**config.mk**
```make
export PLATFORM = sky130hd
export DESIGN_NAME = bsa_word_eval
export DESIGN_NICKNAME = d
export VERILOG_FILES = /design/src/hw/rtl/bsa_pkg.sv /design/src/hw/rtl/bsa_word_eval.sv
export SDC_FILE = /design/constraint.sdc
export NUM_CORES = 1
export LEC_CHECK = 0
export BUFFER_PORTS_ARGS = -buffer_cell sky130_fd_sc_hd__buf_2
export CELL_PAD_IN_SITES_DETAIL_PLACEMENT = 0
export CELL_PAD_IN_SITES_GLOBAL_PLACEMENT = 2
export CORE_UTILIZATION = 32
export DETAILED_ROUTE_END_ITERATION = 8
export PLACE_DENSITY = 0.88
export SLEW_MARGIN = 20
export SYNTH_ARGS = -nofsm -noshare
export SYNTH_HDL_FRONTEND = slang
export SYNTH_SLANG_ARGS = --single-unit
```
**constraint.sdc**
```tcl
create_clock -name clk -period 6.05 [get_ports clk]
set_input_delay 0.3025 -clock clk [delete_from_list [all_inputs] [get_ports clk]]
set_output_delay 0.3025 -clock clk [all_outputs]
set_load 0.05 [all_outputs]
```
**src/hw/rtl/bsa_pkg.sv**
```systemverilog
`timescale 1ns / 1ps
`default_nettype none

package bsa_pkg;

  // Default geometry of the bitmap.
  localparam int MAX_WORDS_DEF = 64;
  localparam int WORD_BITS_DEF = 64;

  // Fixed field widths of the command and response words.
  localparam int CMD_W   = 3;
  localparam int IDX_W   = 12;
  localparam int SPAN_W  = 13;
  localparam int CFG_W   = 7;
  localparam int FREE_W  = 13;
  localparam int START_W = 12;

  localparam logic [CFG_W-1:0]  WORDS_RESET = 7'd64;
  localparam logic [FREE_W-1:0] FREE_SAT    = 13'h1FFF;

  typedef enum logic [CMD_W-1:0] {
    CMD_SET   = 3'd0,
    CMD_CLEAR = 3'd1,
    CMD_READ  = 3'd2,
    CMD_COUNT = 3'd3,
    CMD_ALLOC = 3'd4,
    CMD_FIND  = 3'd5
  } cmd_t;

  typedef enum logic [1:0] {
    STS_OK       = 2'd0,
    STS_RANGE    = 2'd1,
    STS_NO_RUN   = 2'd2,
    STS_ZERO_RUN = 2'd3
  } status_t;

  typedef enum logic [2:0] {
    S_CLEAR,
    S_IDLE,
    S_SCAN,
    S_MARK,
    S_MARK_WR,
    S_FINISH
  } state_t;

endpackage

`default_nettype wire

```
**src/hw/rtl/bsa_word_eval.sv**
```systemverilog
`timescale 1ns / 1ps
`default_nettype none

// Registered per-word summary used by the scan: free count, free runs at both
// ends, and the lowest end position of a run of span free bits inside the word.
module bsa_word_eval #(
  parameter int WORD_BITS = bsa_pkg::WORD_BITS_DEF
) (
  input  logic                               clk,
  input  logic                               rst,
  input  logic                               en,
  input  logic [WORD_BITS-1:0]               word,
  input  logic [bsa_pkg::SPAN_W-1:0]         span,
  output logic                               valid,
  output logic [$clog2(WORD_BITS+1)-1:0]     pop,
  output logic [$clog2(WORD_BITS+1)-1:0]     trail,
  output logic [$clog2(WORD_BITS+1)-1:0]     lead,
  output logic                               all_free,
  output logic                               inner,
  output logic [$clog2(WORD_BITS)-1:0]       inner_pos
);
  import bsa_pkg::*;

  localparam int OW   = $clog2(WORD_BITS);
  localparam int CNTW = $clog2(WORD_BITS + 1);

  logic [WORD_BITS-1:0] freev;
  logic [WORD_BITS-1:0] runs;
  logic [WORD_BITS-1:0] dbl;
  logic [CNTW-1:0]      pop_c;
  logic [CNTW-1:0]      trail_c;
  logic [CNTW-1:0]      lead_c;
  logic [OW-1:0]        pos_c;

  // A bit of dbl at step k marks 2**k free bits ending there; runs gathers
  // the power-of-two pieces that make up span.
  always_comb begin
    freev = ~word;
    runs  = '1;
    dbl   = freev;
    for (int k = 0; k < CNTW; k++) begin
      if (span[k]) begin
        runs = dbl & (runs << (1 << k));
      end
      dbl = dbl & (dbl << (1 << k));
    end

    pos_c = '0;
    for (int i = WORD_BITS - 1; i >= 0; i--) begin
      if (runs[i]) begin
        pos_c = OW'(i);
      end
    end

    trail_c = CNTW'(WORD_BITS);
    for (int i = WORD_BITS - 1; i >= 0; i--) begin
      if (word[i]) begin
        trail_c = CNTW'(i);
      end
    end

    lead_c = CNTW'(WORD_BITS);
    for (int i = 0; i < WORD_BITS; i++) begin
      if (word[i]) begin
        lead_c = CNTW'(WORD_BITS - 1 - i);
      end
    end

    pop_c = '0;
    for (int i = 0; i < WORD_BITS; i++) begin
      pop_c = pop_c + CNTW'(freev[i]);
    end
  end

  always_ff @(posedge clk) begin
    if (rst) begin
      valid <= 1'b0;
    end else begin
      valid <= en;
    end
  end

  always_ff @(posedge clk) begin
    if (en) begin
      pop       <= pop_c;
      trail     <= trail_c;
      lead      <= lead_c;
      all_free  <= (word == '0);
      inner     <= |runs;
      inner_pos <= pos_c;
    end
  end

endmodule

`default_nettype wire

```
==> results by group, run 1 <==
Floorplan
  • DIE AREA: 33900 sq um
  • Ports: 110
  • Initial core utilization: 0.325
  • Die Y: 184 um
  • FP Rows: 66
  • Die width: 184 um
  • Core ar.: 32600 sq um

Yosys
  • Synth Area in XOR/XNOR: 0.00330
  • Yosys top cell area share: 0.102
  • Simple-Gate Fraction of Synth Area: 0.264
  • Area leader, netlist: fa_1
  • Post-synthesis area per instance: 6.99 sq um
  • Sequential share of the synthesized area: 0.0840
  • Post-synth EDFFs: 29
  • Ys Warns: 0
  • Post-synthesis mux area share: 0.00200
  • Top FF cell, synth: edfxtp_1
  • Netlist cell types: 93
  • Compound-Gate Fraction of Synth Area: 0.427
  • Post-Syn Area: 10600 sq um
  • Cells after synthesis: 1517
  • Main combinational cell family by area after synthesis: compound AO/OA/AOI/OAI gates
  • Post-Synth Adder-Cell Area: 0.123
  • Mapped Nets: 1669
  • Flops & latches, synth: 30
  • FFs w/ async S/R, synth: 0
  • Most area-consuming cells after synthesis: fa_1, a21oi_1, edfxtp_1, o21ai_0, a211oi_1

Placed design
  • DP Worst Slack: -47.1 ps
  • HPWL after DPL: 45.3 mm
  • Routability cong.: 1.02
  • Port bufs: 103
  • Placed insts: 2022

Setup path
  • Delay of the slowest critical-path stage: 600 ps
  • Data arrival, critical path: 5860 ps
  • CP top delay family: adder cells
  • WP data required: 6120 ps
  • CP max stage cell: fa_1
  • Most used cell, CP: fa_1
  • Worst Setup End Kind: register
  • Buf/Inv on CP: 6
  • CP max FO: 2
  • Crit path kind: input port to register
  • CP Launch Type: input port
  • Critical Path, Cell by Cell: buf_2, fa_1, inv_1, fa_1, fa_1, fa_1, fa_1, fa_1, inv_1, fa_1, fa_1, inv_1, ha_1, inv_1, fa_1, inv_1, a21oi_1, o21bai_1, a21o_1, a21o_1

GRT
  • First-pass GRT wire length: 84.7 mm
  • Pin count of the biggest net entering global routing: 56
  • Met2 Track Usage GR: 0.500
  • Met1 usage: 0.466
  • Total congestion overflow: 0
  • Vias in the first global route: 12.7k
  • Initial antenna violation count: 1
  • Total GRT Usage: 0.338
  • Global routing's busiest layer: met2
  • Met3 GRT Util: 0.0616

Status
  • Status: finished clean

Clock tree
  • Post-CTS Setup Repair Bufs: 0
  • CTS Buf Count: 5
  • Root Buffer: clkbuf_16
  • Clock slew at reported path FFs: 80 ps
  • Hold buffer count at cts: 0
  • CTS tree: done
  • Clock Tree Buf Depth: 2
  • Sink Count: 30
  • PostCTS Resize Cnt: 0
  • Htree depth: 2

STA
  • Setup TNS: 0 ps
  • Worst hold slack: 156 ps
  • Fin. max-slew vios: 0
  • Final setup margin: 266 ps
  • Worst slew margin relative to its limit: 0.189
  • RSZ-0062 raised after global routing: no
  • Fmax: 173 MHz
  • Fin crit share: 0.956
  • Slew @ Worst Pin: 1210 ps
  • Final hold violation count: 0
  • Post-route minimum period: 5780 ps
  • Final setup violation count: 0

Route
  • DRC Markers: 0
  • Aggregate routed wire length: 57.4 mm
  • Final antenna-violating net count: 0
  • Vias: 13.7k
  • Wire length per cell: 28.3 um
  • Pre-Repair DR Iteration Count: 6
  • Via-to-Cell Ratio: 6.76
  • First DRT Iteration DRCs: 1906

Hold path
  • Worst hold path class: input port to register
  • Hold Crit Start: rst
  • Min-Delay Endpoint: valid
  • Hold path depth: 2

Layout
  • Commonest non-fill, non-tap cell in the layout: a21oi_1
  • Multi-input gate area: 8710 sq um
  • Seq. cell area: 891 sq um
  • Synthesis-to-finish area growth: 11.8%
  • FILL cells: 3571
  • Nets@finish: 1739
  • Commonest cells after routing, fill and taps aside: a21oi_1, o21ai_0, inv_1
  • Diodes inserted: 0
  • Fraction of layout instances using a drive strength above 1: 0.169
  • Fin cells: 2030

Power
  • Static Leak: 3.96 nW
  • Worst vdd ir: 1120 uV
  • P per Cell Area: 382 nW/um^2

Run
  • MaxCap Viol Count: 0
-- cell usage after synthesis (14+ instances only) --
cell type,instances
nand3_1,56
a211oi_1,76
nand4_1,26
nor4_1,52
clkbuf_1,64
buf_2,30
ha_1,18
o211ai_1,72
o31ai_1,16
o21ai_0,124
a31oi_1,21
nor4_2,19
fa_1,54
nand2_1,112
o21ai_1,16
edfxtp_1,29
nor3_1,40
a21oi_1,179
buf_4,14
nor2_1,95
o2111ai_1,25
inv_1,114
-- logic make-up after synthesis --
kind of cell,after synthesis
AO/OA/AOI/OAI,677
XOR/XNOR,4
adder cells (fa/ha/maj),72
buffers and inverters,238
flip-flops,30
multiplexers,2
AND/OR/NAND/NOR,494
-- per-stage QoR --
| stage | total power [W] | utilization | cell area [sq um] |
|---|---|---|---|
| after global routing | 0.00499 | 0.364 | 11900 |
| after detailed placement | 0.00419 | 0.359 | 11700 |
| after global placement | 0.00409 | 0.359 | 11700 |
| after floorplan | 0.00316 | - | 10600 |
| final | 0.00453 | 0.364 | 11900 |
| after CTS | 0.00451 | 0.364 | 11900 |
-- flip-flops by register name (all words and copies together) (netlist names) --
| register | cells |
|---|---|
| inner | 1 |
| lead | 7 |
| inner_pos | 6 |
| pop | 7 |
| all_free | 1 |
| trail | 7 |
| valid | 1 |
-- how the worst max path moves through the flow --
| stage | start | to | depth (start not counted) |
|---|---|---|---|
| 6_report | word[53] | pop[6] | 20 |
| 5_1_grt | word[41] | pop[6] | 20 |
| 4_1_cts | word[41] | pop[6] | 20 |
| 3_5_place_dp | word[41] | pop[6] | 20 |
| 3_3_place_gp | word[41] | pop[6] | 20 |
| 2_1_floorplan | word[25] | pop[6] | 22 |
-- power by group --
part	internal, W	total (W)	switching, W
registers	0.000487	0.000497	0.00000937
logic	0.00162	0.00373	0.00211
clock network	0.000165	0.000311	0.000146
-- per-layer routing --
| metal | part of all wire | up-vias |
|---|---|---|
| li1 | - | 6037 |
| met5 | 0.00031 | - |
| met1 | 0.42 | 6647 |
| met3 | 0.10 | 156 |
| met2 | 0.41 | 889 |
| met4 | 0.058 | 2 |
-- area by class of cell --
type / instances / share of cell area
clock inverter: 2 / 0.00105
sequential: 30 / 0.0751
tap: 442 / 0.0466
clock buffer: 6 / 0.0117
multi-input combinational: 1249 / 0.734
inverter: 117 / 0.0370
timing repair buffer: 184 / 0.0947
No activity file was read; power rests on OpenSTA's default activity.
==> inputs of run 2 (changes only) <==
BUFFER_PORTS_ARGS = -buffer_cell sky130_fd_sc_hd__buf_4   (was -buffer_cell sky130_fd_sc_hd__buf_2)
==> run 2 against run 1 <==
- critical path depth is 2 higher
- routed wire length down 3.2%
- worst hold slack worse by 13 ps
- first-iteration DRC count down 0.63%
- largest cell class unchanged
- largest power group unchanged
==> results by group, run 2 (synthesis results as in run 1) <==
Clock tree
  • PostCTS Resize Cnt: 0
  • CTS tree: done
  • Root Buffer: clkbuf_16
  • Sink Count: 30
  • Clock Tree Buf Depth: 2
  • Htree depth: 2
  • Post-CTS Setup Repair Bufs: 0
  • Clock slew at reported path FFs: 80 ps
  • CTS Buf Count: 5
  • Hold buffer count at cts: 0

Setup path
  • CP top delay family: adder cells
  • CP Launch Type: input port
  • Most used cell, CP: fa_1
  • Data arrival, critical path: 5950 ps
  • Critical Path, Cell by Cell: buf_4, fa_1, inv_1, fa_1, inv_1, fa_1, inv_1, fa_1, fa_1, fa_1, inv_1, fa_1, fa_1, inv_1, ha_1, inv_1, fa_1, inv_1, a21oi_1, o21bai_1, a21o_1, a21o_1
  • CP max stage cell: fa_1
  • WP data required: 6250 ps
  • Buf/Inv on CP: 8
  • Worst Setup End Kind: register
  • Delay of the slowest critical-path stage: 560 ps
  • Crit path kind: input port to register
  • CP max FO: 2

GRT
  • First-pass GRT wire length: 82.9 mm
  • Initial antenna violation count: 0
  • Total GRT Usage: 0.330
  • Pin count of the biggest net entering global routing: 49
  • Total congestion overflow: 0
  • Vias in the first global route: 12.5k

Power
  • P_int: 0.00218 W
  • Tot Pwr: 0.00437 W
  • Static Leak: 3.96 nW
  • Comb pwr share: 0.817
  • Sw Ratio: 0.500
  • Clk pwr share: 0.069
  • Seq pwr share: 0.114
  • Switching pwr: 0.00219 W
  • Worst vdd ir: 863 uV
  • P per Cell Area: 365 nW/um^2

STA
  • Final setup violation count: 0
  • Final setup margin: 302 ps
  • Slew @ Worst Pin: 1050 ps
  • Fin crit share: 0.950
  • Worst slew margin relative to its limit: 0.291
  • Fin. max-slew vios: 0
  • RSZ-0062 raised after global routing: no
  • Post-route minimum period: 5750 ps
  • Fmax: 174 MHz
  • Final hold violation count: 0

Floorplan
  • Core ar.: 32600 sq um
  • Ports: 110
  • FP Rows: 66
  • Die width: 184 um
  • DIE AREA: 33900 sq um
  • Initial core utilization: 0.325
  • Die Y: 184 um

Placed design
  • Port bufs: 103
  • Placed Area: 11800 sq um
  • HPWL after DPL: 43.9 mm
  • DP Worst Slack: -23.8 ps
  • Routability cong.: 0.999

Layout
  • Commonest non-fill, non-tap cell in the layout: a21oi_1
  • Synthesis-to-finish area growth: 12.8%
  • Commonest cells after routing, fill and taps aside: a21oi_1, buf_4, o21ai_0
  • Fraction of layout instances using a drive strength above 1: 0.158
  • Multi-input gate area: 8700 sq um
  • Seq. cell area: 891 sq um
  • Cell area after layout: 12000 sq um
  • Largest registers: lead (7), pop (7), trail (7)
  • Nets@finish: 1719
  • FILL cells: 3528

Route
  • Wire length per cell: 27.6 um
  • Aggregate routed wire length: 55.6 mm
  • DRC Markers: 0
  • Via-to-Cell Ratio: 6.70
  • Pre-Repair DR Iteration Count: 5
  • Final antenna-violating net count: 0
  • First DRT Iteration DRCs: 1894
  • Vias: 13.5k

Hold path
  • Worst hold path class: input port to register

Status
  • Status: finished clean

Run
  • MaxCap Viol Count: 0
run 2: cell types whose count changed in the layout (fill, tap and decap cells not counted):
cell     before  now
buf_2       103    0
buf_4        81  164
diode_2       0    1
nor2_1       94   95
nor2_2        2    1
run 2: layout make-up:
cell class                      count  area share
Inverter                          117      0.0367
Timing Repair Buffer              164       0.103
Antenna cell                        1    0.000209
Sequential cell                    30      0.0744
Clock inverter                      2     0.00105
Clock buffer                        6      0.0116
Tap cell                          442      0.0462
Multi-Input combinational cell   1249       0.727
run 2: final timing paths:
path | to | slack (ps) | start | cells past startpoint
setup / recovery | pop[6] | 300 | word[47] | 22
hold / removal | valid | 140 | rst | 2
run 2: routing by layer:
layer,up-vias,GRT usage,wire length [um]
met2,903,0.485,23000
met1,6455,0.451,23600
met4,0,0.142,2670
met5,-,0,0
met3,139,0.0836,6300
li1,5979,-,-
run 2: per-stage QoR:
step           utilization  cells  setup TNS [ps]  hold WS, ps
6_report             0.367   2011               0          143
3_3_place_gp         0.362   2002               0          458
2_1_floorplan            -   1517               0          374
5_1_grt              0.367   2010               0          156
3_5_place_dp         0.362   2002           -31.1          463
4_1_cts              0.367   2010               0          141
run 2: power groups by stage:
| stage | Sequential (W) | Combinational [W] | Clock (W) |
|---|---|---|---|
| 4_1_cts | 0.000499 | 0.00355 | 0.000304 |
| 6_report | 0.000499 | 0.00357 | 0.000302 |
| 3_5_place_dp | 0.000503 | 0.00353 | 0 |
| 2_1_floorplan | 0.000644 | 0.00251 | 0 |
| 5_1_grt | 0.000502 | 0.00404 | 0.000306 |
| 3_3_place_gp | 0.000503 | 0.00344 | 0 |
